--- config.mk ---
export PLATFORM = sky130hd
export DESIGN_NAME = astc_unquantize_endpoint_weight_top
export DESIGN_NICKNAME = d
export VERILOG_FILES = /design/src/sv/astcuq_pkg.sv /design/src/sv/astcuq_select.sv /design/src/sv/astcuq_decode.sv /design/src/sv/astcuq_expand.sv /design/src/sv/astc_unquantize_endpoint_weight_top.sv
export SDC_FILE = /design/constraint.sdc
export NUM_CORES = 1
export LEC_CHECK = 0
export BUFFER_PORTS_ARGS = -buffer_cell sky130_fd_sc_hd__buf_2
export CAP_MARGIN = 10
export CORE_MARGIN = 4
export CORE_UTILIZATION = 63
export DETAILED_ROUTE_END_ITERATION = 8
export PLACE_DENSITY = 0.85
export SLEW_MARGIN = 0
export SYNTH_ARGS = -nofsm -noshare
export SYNTH_HDL_FRONTEND = slang
export SYNTH_HIERARCHICAL = 1
export SYNTH_SLANG_ARGS = --single-unit
--- constraint.sdc ---
create_clock -name clock -period 4.1 [get_ports clock]
set_input_delay 0.82 -clock clock [delete_from_list [all_inputs] [get_ports clock]]
set_output_delay 0.82 -clock clock [all_outputs]
set_load 0.05 [all_outputs]
--- src/sv/astcuq_pkg.sv ---
// types, range tables and decode functions for the astc unquantize pipeline
// no dependencies; imported by every module of the block
`timescale 1ns / 1ps
`default_nettype none

package astcuq_pkg;

   // encoding of a quantization range
   typedef enum logic [1:0] {
      KIND_BITS  = 2'd0,
      KIND_TRIT  = 2'd1,
      KIND_QUINT = 2'd2
   } kind_type;

   // command codes
   localparam logic CMD_ENDPOINT = 1'b0;
   localparam logic CMD_WEIGHT   = 1'b1;

   typedef struct packed {
      logic [7:0] top;
      kind_type   kind;
      logic [3:0] nbits;
   } range_type;

   localparam int EpCount = 17;
   localparam int WtCount = 12;
   localparam logic [7:0] WtTopMax = 8'd31;

   localparam range_type EP_RANGES [EpCount] = '{
      '{8'd5,   KIND_TRIT,  4'd1}, '{8'd7,   KIND_BITS,  4'd3}, '{8'd9,   KIND_QUINT, 4'd1},
      '{8'd11,  KIND_TRIT,  4'd2}, '{8'd15,  KIND_BITS,  4'd4}, '{8'd19,  KIND_QUINT, 4'd2},
      '{8'd23,  KIND_TRIT,  4'd3}, '{8'd31,  KIND_BITS,  4'd5}, '{8'd39,  KIND_QUINT, 4'd3},
      '{8'd47,  KIND_TRIT,  4'd4}, '{8'd63,  KIND_BITS,  4'd6}, '{8'd79,  KIND_QUINT, 4'd4},
      '{8'd95,  KIND_TRIT,  4'd5}, '{8'd127, KIND_BITS,  4'd7}, '{8'd159, KIND_QUINT, 4'd5},
      '{8'd191, KIND_TRIT,  4'd6}, '{8'd255, KIND_BITS,  4'd8}
   };

   localparam range_type WT_RANGES [WtCount] = '{
      '{8'd1,  KIND_BITS,  4'd1}, '{8'd2,  KIND_TRIT,  4'd0}, '{8'd3,  KIND_BITS,  4'd2},
      '{8'd4,  KIND_QUINT, 4'd0}, '{8'd5,  KIND_TRIT,  4'd1}, '{8'd7,  KIND_BITS,  4'd3},
      '{8'd9,  KIND_QUINT, 4'd1}, '{8'd11, KIND_TRIT,  4'd2}, '{8'd15, KIND_BITS,  4'd4},
      '{8'd19, KIND_QUINT, 4'd2}, '{8'd23, KIND_TRIT,  4'd3}, '{8'd31, KIND_BITS,  4'd5}
   };

   localparam logic [7:0] WT_TRIT_DIRECT  [3] = '{8'd0, 8'd32, 8'd63};
   localparam logic [7:0] WT_QUINT_DIRECT [5] = '{8'd0, 8'd16, 8'd32, 8'd47, 8'd63};

   // after range selection
   typedef struct packed {
      logic       weight;
      logic       invalid;
      logic [7:0] q;
      logic [7:0] top;
      kind_type   kind;
      logic [3:0] nbits;
   } sel_type;

   // after split into digit and low bits
   typedef struct packed {
      logic       weight;
      logic       invalid;
      logic       direct;
      logic [7:0] direct_val;
      logic [2:0] d;
      logic [8:0] a;
      logic [8:0] b;
      logic [7:0] c;
   } dec_type;

   // after the multiply-add
   typedef struct packed {
      logic       weight;
      logic       invalid;
      logic [7:0] value;
   } mid_type;

   // largest supported range not above the request
   function automatic sel_type select_range(logic weight, logic [7:0] req, logic [7:0] q);
      sel_type    r;
      logic       found;
      logic [7:0] req_c;
      range_type  e;
      found = 1'b0;
      e     = '{8'd0, KIND_BITS, 4'd0};
      req_c = (weight == CMD_WEIGHT && req > WtTopMax) ? WtTopMax : req;
      if (weight == CMD_WEIGHT) begin
         for (int i = 0; i < WtCount; i++) begin
            if (WT_RANGES[i].top <= req_c) begin
               found = 1'b1;
               e     = WT_RANGES[i];
            end
         end
      end else begin
         for (int i = 0; i < EpCount; i++) begin
            if (EP_RANGES[i].top <= req_c) begin
               found = 1'b1;
               e     = EP_RANGES[i];
            end
         end
      end
      r.weight  = weight;
      r.invalid = !found || (q > e.top);
      r.q       = q;
      r.top     = e.top;
      r.kind    = e.kind;
      r.nbits   = e.nbits;
      return r;
   endfunction

   // bit replication to 8 bits (endpoint) or 6 bits (weight)
   function automatic logic [7:0] replicate_bits(logic weight, logic [3:0] n, logic [7:0] v);
      logic [7:0] r;
      r = '0;
      if (weight == CMD_WEIGHT) begin
         unique case (n)
            4'd1:    r = {2'b00, {6{v[0]}}};
            4'd2:    r = {2'b00, {3{v[1:0]}}};
            4'd3:    r = {2'b00, v[2:0], v[2:0]};
            4'd4:    r = {2'b00, v[3:0], v[3:2]};
            4'd5:    r = {2'b00, v[4:0], v[4]};
            default: r = '0;
         endcase
      end else begin
         unique case (n)
            4'd1:    r = {8{v[0]}};
            4'd2:    r = {4{v[1:0]}};
            4'd3:    r = {v[2:0], v[2:0], v[2:1]};
            4'd4:    r = {v[3:0], v[3:0]};
            4'd5:    r = {v[4:0], v[4:2]};
            4'd6:    r = {v[5:0], v[5:4]};
            4'd7:    r = {v[6:0], v[6]};
            4'd8:    r = v;
            default: r = '0;
         endcase
      end
      return r;
   endfunction

   // split the index and pick the a/b/c terms of the expansion
   function automatic dec_type decode_item(sel_type s);
      dec_type    r;
      logic [7:0] mask;
      logic [7:0] low;
      logic [8:0] x;
      logic [8:0] xs;
      logic [2:0] d;
      mask = 8'((9'h1 << s.nbits) - 9'h1);
      low  = s.q & mask;
      x    = {2'b00, low[7:1]};
      d    = 3'(s.q >> s.nbits);
      r    = '0;
      r.weight  = s.weight;
      r.invalid = s.invalid;
      r.d       = d;
      if (s.kind == KIND_BITS) begin
         r.direct     = 1'b1;
         r.direct_val = replicate_bits(s.weight, s.nbits, s.q);
      end else if (s.weight == CMD_WEIGHT) begin
         r.a = low[0] ? 9'h07F : 9'h000;
         if (s.kind == KIND_TRIT) begin
            unique case (s.top)
               8'd2: begin
                  r.direct     = 1'b1;
                  r.direct_val = WT_TRIT_DIRECT[(d < 3'd3) ? 2'(d) : 2'd2];
               end
               8'd5: r.c = 8'd50;
               8'd11: begin
                  xs  = x & 9'h001;
                  r.b = xs | (xs << 2) | (xs << 6);
                  r.c = 8'd23;
               end
               default: begin
                  xs  = x & 9'h003;
                  r.b = xs | (xs << 5);
                  r.c = 8'd11;
               end
            endcase
         end else begin
            unique case (s.top)
               8'd4: begin
                  r.direct     = 1'b1;
                  r.direct_val = WT_QUINT_DIRECT[(d < 3'd5) ? d : 3'd4];
               end
               8'd9: r.c = 8'd28;
               default: begin
                  xs  = x & 9'h001;
                  r.b = (xs << 1) | (xs << 6);
                  r.c = 8'd13;
               end
            endcase
         end
      end else begin
         r.a = low[0] ? 9'h1FF : 9'h000;
         if (s.kind == KIND_TRIT) begin
            unique case (s.top)
               8'd5: r.c = 8'd204;
               8'd11: begin
                  xs  = x & 9'h001;
                  r.b = (xs << 1) | (xs << 2) | (xs << 4) | (xs << 8);
                  r.c = 8'd93;
               end
               8'd23: begin
                  xs  = x & 9'h003;
                  r.b = xs | (xs << 2) | (xs << 7);
                  r.c = 8'd44;
               end
               8'd47: begin
                  xs  = x & 9'h007;
                  r.b = xs | (xs << 6);
                  r.c = 8'd22;
               end
               8'd95: begin
                  xs  = x & 9'h00F;
                  r.b = (xs >> 2) | (xs << 5);
                  r.c = 8'd11;
               end
               default: begin
                  xs  = x & 9'h01F;
                  r.b = (xs >> 4) | (xs << 4);
                  r.c = 8'd5;
               end
            endcase
         end else begin
            unique case (s.top)
               8'd9: r.c = 8'd113;
               8'd19: begin
                  xs  = x & 9'h001;
                  r.b = (xs << 2) | (xs << 3) | (xs << 8);
                  r.c = 8'd54;
               end
               8'd39: begin
                  xs  = x & 9'h003;
                  r.b = (xs >> 1) | (xs << 1) | (xs << 7);
                  r.c = 8'd26;
               end
               8'd79: begin
                  xs  = x & 9'h007;
                  r.b = (xs >> 1) | (xs << 6);
                  r.c = 8'd13;
               end
               default: begin
                  xs  = x & 9'h00F;
                  r.b = (xs >> 3) | (xs << 5);
                  r.c = 8'd6;
               end
            endcase
         end
      end
      return r;
   endfunction

endpackage

`default_nettype wire

--- src/sv/astcuq_select.sv ---
// stage 1: picks the supported range and flags out-of-range indexes
// depends on astcuq_pkg
`timescale 1ns / 1ps
`default_nettype none

module astcuq_select
   import astcuq_pkg::*;
(
   input  wire logic       clock,
   input  wire logic       reset,
   input  wire logic       advance,
   input  wire logic       in_valid,
   input  wire logic       in_cmd,
   input  wire logic [7:0] in_range_max,
   input  wire logic [7:0] in_quantized,
   output logic            out_valid,
   output sel_type         out_sel
);

   logic    valid_ff;
   sel_type sel_ff;
   sel_type sel_in;

   // range lookup over the constant table
   assign sel_in = select_range(in_cmd, in_range_max, in_quantized);

   // stage register
   always_ff @(posedge clock) begin
      if (reset) begin
         valid_ff <= 1'b0;
      end else if (advance) begin
         valid_ff <= in_valid;
      end
      if (advance) begin
         sel_ff <= sel_in;
      end
   end

   assign out_valid = valid_ff;
   assign out_sel   = sel_ff;

endmodule

`default_nettype wire

--- src/sv/astcuq_decode.sv ---
// stage 2: splits the index, replicates plain bits, picks the a/b/c terms
// depends on astcuq_pkg
`timescale 1ns / 1ps
`default_nettype none

module astcuq_decode
   import astcuq_pkg::*;
(
   input  wire logic    clock,
   input  wire logic    reset,
   input  wire logic    advance,
   input  wire logic    in_valid,
   input  wire sel_type in_sel,
   output logic         out_valid,
   output dec_type      out_dec
);

   logic    valid_ff;
   dec_type dec_ff;
   dec_type dec_in;

   // digit split and term selection
   assign dec_in = decode_item(in_sel);

   // stage register
   always_ff @(posedge clock) begin
      if (reset) begin
         valid_ff <= 1'b0;
      end else if (advance) begin
         valid_ff <= in_valid;
      end
      if (advance) begin
         dec_ff <= dec_in;
      end
   end

   assign out_valid = valid_ff;
   assign out_dec   = dec_ff;

endmodule

`default_nettype wire

--- src/sv/astcuq_expand.sv ---
// stage 3: the d * c + b multiply-add, xor with a and bit unshuffle
// depends on astcuq_pkg
`timescale 1ns / 1ps
`default_nettype none

module astcuq_expand
   import astcuq_pkg::*;
(
   input  wire logic    clock,
   input  wire logic    reset,
   input  wire logic    advance,
   input  wire logic    in_valid,
   input  wire dec_type in_dec,
   output logic         out_valid,
   output mid_type      out_mid
);

   logic        valid_ff;
   mid_type     mid_ff;
   mid_type     mid_in;
   logic [10:0] sum;
   logic [8:0]  t9;
   logic [6:0]  t7;
   logic [7:0]  ep_val;
   logic [7:0]  wt_val;

   // multiply-add, then the endpoint and weight forms of the unshuffle
   always_comb begin
      sum    = 11'(in_dec.d) * 11'(in_dec.c) + 11'(in_dec.b);
      t9     = sum[8:0] ^ in_dec.a;
      t7     = sum[6:0] ^ in_dec.a[6:0];
      ep_val = {in_dec.a[7], t9[8:2]};
      wt_val = {2'b00, in_dec.a[5], t7[6:2]};
      mid_in.weight  = in_dec.weight;
      mid_in.invalid = in_dec.invalid;
      if (in_dec.direct) begin
         mid_in.value = in_dec.direct_val;
      end else if (in_dec.weight == CMD_WEIGHT) begin
         mid_in.value = wt_val;
      end else begin
         mid_in.value = ep_val;
      end
   end

   // stage register
   always_ff @(posedge clock) begin
      if (reset) begin
         valid_ff <= 1'b0;
      end else if (advance) begin
         valid_ff <= in_valid;
      end
      if (advance) begin
         mid_ff <= mid_in;
      end
   end

   assign out_valid = valid_ff;
   assign out_mid   = mid_ff;

endmodule

`default_nettype wire

--- src/sv/astc_unquantize_endpoint_weight_top.sv ---
// pipeline: four register stages (select, decode, expand, output), passed by each item in that order
// throughput: one item per cycle unless the output stalls; all four stages move together
// a stalled valid result holds the whole pipeline and stalls the input in the same cycle
// reset: synchronous, active high, clears the stage valid bits; payload registers keep data
// top level of the astc endpoint and weight unquantizer; depends on astcuq_pkg
`timescale 1ns / 1ps
`default_nettype none

module astc_unquantize_endpoint_weight_top
   import astcuq_pkg::*;
(
   input  wire logic       clock,
   input  wire logic       reset,
   input  wire logic       req_valid,
   output logic            req_stall,
   input  wire logic       req_cmd,
   input  wire logic [7:0] req_range_max,
   input  wire logic [7:0] req_quantized,
   output logic            rsp_valid,
   input  wire logic       rsp_stall,
   output logic [7:0]      rsp_result,
   output logic            rsp_invalid
);

   logic       advance;
   logic       sel_valid;
   sel_type    sel;
   logic       dec_valid;
   dec_type    dec;
   logic       mid_valid;
   mid_type    mid;
   logic       rsp_valid_ff;
   logic [7:0] rsp_result_ff;
   logic       rsp_invalid_ff;
   logic [7:0] result_in;

   // pipeline moves unless a finished item waits at a stalled output
   assign advance   = !(rsp_valid_ff && rsp_stall);
   assign req_stall = !advance;

   astcuq_select u_select (
      .clock        (clock),
      .reset        (reset),
      .advance      (advance),
      .in_valid     (req_valid),
      .in_cmd       (req_cmd),
      .in_range_max (req_range_max),
      .in_quantized (req_quantized),
      .out_valid    (sel_valid),
      .out_sel      (sel)
   );

   astcuq_decode u_decode (
      .clock     (clock),
      .reset     (reset),
      .advance   (advance),
      .in_valid  (sel_valid),
      .in_sel    (sel),
      .out_valid (dec_valid),
      .out_dec   (dec)
   );

   astcuq_expand u_expand (
      .clock     (clock),
      .reset     (reset),
      .advance   (advance),
      .in_valid  (dec_valid),
      .in_dec    (dec),
      .out_valid (mid_valid),
      .out_mid   (mid)
   );

   // weights above 32 step up by one; a flagged item reads as zero
   always_comb begin
      if (mid.invalid) begin
         result_in = '0;
      end else if (mid.weight == CMD_WEIGHT && mid.value > 8'd32) begin
         result_in = mid.value + 8'd1;
      end else begin
         result_in = mid.value;
      end
   end

   // output register
   always_ff @(posedge clock) begin
      if (reset) begin
         rsp_valid_ff <= 1'b0;
      end else if (advance) begin
         rsp_valid_ff <= mid_valid;
      end
      if (advance) begin
         rsp_result_ff  <= result_in;
         rsp_invalid_ff <= mid.invalid;
      end
   end

   assign rsp_valid   = rsp_valid_ff;
   assign rsp_result  = rsp_result_ff;
   assign rsp_invalid = rsp_invalid_ff;

endmodule

`default_nettype wire

-- Word-level counts from Yosys, hierarchy flattened
Memory sizes are Yosys's and may differ from the RTL's.
Cells that the tools add are included.
- register bits: 87
- logic and storage cells: 201
- bits in read-only memories: 64
- memories: 1
- eq/ne operators: 20
- magnitude comparators: 28
- reduce and logical (&&, ||, !) cells: 8
- bitwise gates (word level): 23
- muxes and demuxes: 92
- multiply operators: 1
- add/subtract/negate cells: 3
- shifts and indexed selects: 2
- memory list (name ; words ; bits a word ; rd ports ; clocked after memory_dff ; write ports ; line ; source):
    (name not given) ; 8 ; 8 ; 1 ; 0 ; 0 ; astcuq_pkg.sv:182 ; r.direct_val = WT_QUINT_DIRECT[(d < 3'd5) ? d : 3'd4];
- operators by type and width (kind ; number):
    9-bit 2-to-1 mux ; 11
    8-bit 2-to-1 mux ; 12
    11-bit 2-to-1 mux ; 6
    8-bit case mux with 8 select lines ; 1
    10-bit 2-to-1 mux ; 6
    14-bit 2-to-1 mux ; 4
    9-bit case mux with 5 select lines ; 1
    8-bit case mux with 5 select lines ; 1
    13-bit 2-to-1 mux ; 3
    12-bit 2-to-1 mux ; 3
    9-bit bitwise OR ; 4
    9-bit case mux with 4 select lines ; 1
    17-bit 2-to-1 mux ; 2
    1-bit 2-to-1 mux ; 30
    6-bit case mux with 5 select lines ; 1
    7-bit case mux with 4 select lines ; 1
    26-bit 2-to-1 mux ; 1
    3-bit by 8-bit less-or-equal comparator with 1-bit output, first input constant ; 3
    4-bit by 8-bit less-or-equal comparator with 1-bit output, first input constant ; 3
    5-bit by 8-bit less-or-equal comparator with 1-bit output, first input constant ; 3
    6-bit by 8-bit less-or-equal comparator with 1-bit output, first input constant ; 3
    7-bit by 8-bit less-or-equal comparator with 1-bit output, first input constant ; 3
    8-bit less-or-equal comparator, first input constant ; 3
    1-bit by 9-bit bitwise OR with 9-bit output ; 2
    52 further kinds ; 69

-- Depth between registers and ports, before layout
- depth in word-level cells: 24
- gate-level depth with buffers: 13

-- By module
The synthesis kept the hierarchy.
- by module, submodules not included (module ; area each (µm²) ; cells each ; instances):
    astcuq_decode ; 3045.4 ; 367 ; 1
    astcuq_select ; 1891.8 ; 203 ; 1
    astcuq_expand ; 1295.0 ; 130 ; 1
    astc_unquantize_endpoint_weight_top ; 571.8 ; 58 ; 1

-- Least setup slack after synthesis
No wires, ideal clock.
- path type: in2out
- start point: input port rsp_stall
- end point: output port req_stall
- cell stages on the path: 2
- path slack: -0.067 ns
- arrival: 3.347 ns
- cell sequence: nand2_1 inv_1
- longest elaborated chain between the ends: 1
- ends and longest elaborated chain (item ; line ; source):
    start, declared ; astc_unquantize_endpoint_weight_top.sv:20 ; input wire logic rsp_stall,
    1-bit logical AND ; astc_unquantize_endpoint_weight_top.sv:38 ; assign advance = !(rsp_valid_ff && rsp_stall);
    end, declared ; astc_unquantize_endpoint_weight_top.sv:15 ; output logic req_stall,
No other way between the ends.

==> flow_summary.rst <==
.. list-table::
   :header-rows: 1

   * - Metric
     - Value
   * - Register clock-pin slew on the reported worst setup and hold paths
     - about 0.090 ns
   * - Unrepaired setup endpoints after global routing
     - false
   * - # Max-Cap Violations
     - 0
   * - Final count of pins violating max slew
     - 0
   * - Final setup viols
     - 0
   * - Pleak
     - 2.83 nW
   * - Critical path launch point type
     - flop
   * - Number of buffers on the longest clock path
     - 2
   * - Met2 wire length
     - roughly 7900 um
   * - Part of the cycle the worst path needs
     - around 80%
   * - Worst setup path class
     - flop to flop
   * - HPWL after detailed placement
     - 12200 um
   * - Data required time at the worst endpoint
     - about 4.2 ns
   * - Synthesized area per cell
     - 8.98 sq um
   * - Sink Count
     - 80
   * - Ant diodes
     - 0
   * - Gr usage total
     - a little over a quarter
   * - Overall routed net length
     - approximately 17000 um
   * - Total Nets Final
     - approximately 800
   * - Endpoint arrival time on the critical path
     - about 3.4 ns
   * - Final-layout fill cell count
     - approximately 830
   * - Area of the die
     - 12500 sq um
   * - Final core utilization
     - around two thirds
   * - Post-route DRC violation count
     - 0
   * - Post-route setup slack
     - roughly 0.83 ns
   * - Number of buffers inserted during clock tree synthesis
     - 9
   * - Number of warnings reported in the yosys synthesis log
     - 6
   * - Tightest Hold Check Type
     - flop to flop
   * - Number of instances resized during post-cts repair
     - 0
   * - Critical-path top delay cell
     - edfxtp_1
   * - Cell depth of the worst flop-to-flop path
     - 11
   * - Area of the core region
     - between 10000 and 15000 sq um
   * - Reg2reg setup slack
     - 0.83 ns
   * - Worst Path Max Fanout
     - 8
   * - TNS Setup
     - 0 ns
   * - Number of input and output port buffers inserted
     - 31
   * - Share of post-route cells with drive strength above 1
     - around an eighth
   * - First-pass GRT wire length
     - roughly 27000 um
   * - Detailed-routing wirelength on met1
     - 6460 um
   * - Number of hold buffers added after cts
     - 0
   * - TritonRoute pass-1 iters
     - 6
   * - Chip Height
     - roughly 110 um
   * - Number of antenna violations at the first check in global routing
     - 0
   * - Postcts setup bufs
     - 0
   * - Min cycle time layout
     - between 3 and 4 ns
   * - Power density of the placed cells
     - 361 nW/um^2
   * - Number of H-tree branching levels
     - 3
   * - Maximum frequency from static timing analysis
     - approximately 310 MHz
   * - Via count of the first global-routing pass
     - 5547
   * - Setup slack at placement
     - around 0.75 ns
   * - Total number of placement rows
     - 37
   * - DR WL/cell
     - about 19 um
   * - Source of the critical timing path
     - u_decode/out_dec[27]$_DFFE_PP_
   * - Outcome
     - completed
   * - Slew Limit Headroom
     - between 30% and 40%
   * - Post-synthesis to final-layout area growth
     - 4.22%
   * - Grt ovf
     - 0
   * - Final hold slack
     - approximately 0.44 ns
   * - Die outline width
     - between 100 and 150 um
   * - Post-synth net total
     - between 800 and 900
   * - Endpoint kind of the worst setup timing path
     - flop
   * - Largest vdd supply drop
     - 271 uV
   * - Clock tree root buffer cell
     - clkbuf_8
   * - Post-Synthesis Cells
     - between 700 and 800
   * - Final Skew
     - between 0.01 and 0.015 ns
   * - Reg2reg start
     - u_decode/out_dec[27]$_DFFE_PP_
   * - Post-layout total power
     - 2.55 mW
   * - Reg-to-reg critical path endpoint
     - u_expand/out_mid[6]$_DFFE_PP_
   * - Num ports
     - 32
   * - Slowest stage delay, CP
     - 0.51 ns
   * - Pin count of the biggest net entering global routing
     - 80
   * - Source-to-sink clock delay at the later pin of the worst-skew pair
     - between 0.3 and 0.4 ns
   * - Tightest Pin Transition
     - about 1 ns
   * - Post-synthesis cell area
     - slightly below 7000 sq um
   * - Starting Density
     - 65.2%
   * - Final hold violations
     - 0
   * - Top routing layer used
     - met4
   * - Count of nets left with antenna violations after detail routing
     - 0
   * - Worst-path cell chain
     - and2_1 -> fa_1 -> inv_1 -> fa_1 -> inv_1 -> ha_1 -> a21oi_1 -> o21ai_0 -> a41oi_1 -> xnor2_1 -> o31ai_2
   * - Number of vias per cell after detailed routing
     - roughly 6.7
   * - Met3 Wirelength
     - 1320 um
   * - Count of routing violations after the opening detailed-route iteration
     - a little over 700
   * - Vias
     - a little under 6000
   * - Worst Setup EP
     - u_expand/out_mid[6]$_DFFE_PP_
   * - Gpl congestion
     - 0.985
   * - TritonCTS clock tree
     - done
-- area by class of cell --
type	instances	area [sq um]	area share, %
inverters	41	154	2.17
clock buffers	9	124	1.75
multi-input cells	583	3990	56.4
flip-flops and latches	80	2360	33.4
clock inverters	7	95.1	1.34
well taps	136	170	2.40
repair buffers	35	185	2.61
-- metal layers --
layer | vias up | track usage (%)
met4 | 0 | 13.6
li1 | 2780 | -
met2 | 363 | 44.5
met5 | - | 0
met3 | 73 | 3.80
met1 | 2724 | 32.4
-- critical path, delay by kind of cell (launching register included) --
family | cells | cell delay [ns]
fa+ha+maj | 3 | 1.38
compound gates | 4 | 0.60
flops | 1 | 0.51
simple gates | 1 | 0.21
xor+xnor | 1 | 0.21
buf+inv | 2 | 0.10
-- cells in the final DEF (no fill, tap or decap), drive strengths merged, types with 7 or more instances in the layout --
cell type / count
a211oi: 10
a21oi: 54
a31oi: 14
and2: 18
buf: 35
clkbuf: 9
edfxtp: 76
fa: 13
ha: 20
inv: 42
mux2: 10
mux2i: 11
nand2: 71
nand2b: 18
nand3: 20
nand4: 10
nor2: 61
nor2b: 20
nor3: 26
nor3b: 7
o211ai: 11
o21ai: 53
o22ai: 8
or3: 11
xnor2: 13
-- where the power goes --
group	switching [mW]	leakage (nW)	internal, mW
sequential	0.131	0.886	1.03
clock	0.290	0.111	0.344
combinational	0.476	1.84	0.289
total	0.896	2.83	1.66
-- how the worst min path moves through the flow --
stage / start / end / cells past startpoint / slack, ns
2_1_floorplan: u_select/out_sel[22]$_DFFE_PP_ / u_decode/out_dec[38]$_DFFE_PP_ / 0 / 0.40
3_3_place_gp: u_decode/out_dec[38]$_DFFE_PP_ / u_expand/out_mid[8]$_DFFE_PP_ / 0 / 0.43
3_5_place_dp: u_decode/out_dec[38]$_DFFE_PP_ / u_expand/out_mid[8]$_DFFE_PP_ / 0 / 0.42
4_1_cts: u_decode/out_dec[38]$_DFFE_PP_ / u_expand/out_mid[8]$_DFFE_PP_ / 0 / 0.44
5_1_grt: u_decode/out_dec[38]$_DFFE_PP_ / u_expand/out_mid[8]$_DFFE_PP_ / 0 / 0.48
6_report: u_decode/out_dec[38]$_DFFE_PP_ / u_expand/out_mid[8]$_DFFE_PP_ / 0 / 0.44
-- state kept, by name (all words and copies together), names as in the netlist --
register / count
u_select/out_sel: 24
u_expand/out_valid: 1
rsp_invalid: 1
rsp_valid: 1
u_select/out_valid: 1
u_decode/out_valid: 1
rsp_result: 8
u_decode/out_dec: 33
u_expand/out_mid: 10
-- stage by stage --
step	std cells	area (sq um)
after floorplan	757	6800
after global routing	891	7080
after detailed placement	875	6860
final	891	7080
after CTS	891	7080
after global placement	875	6860
Note: power is estimated with default switching activity, not from simulation.
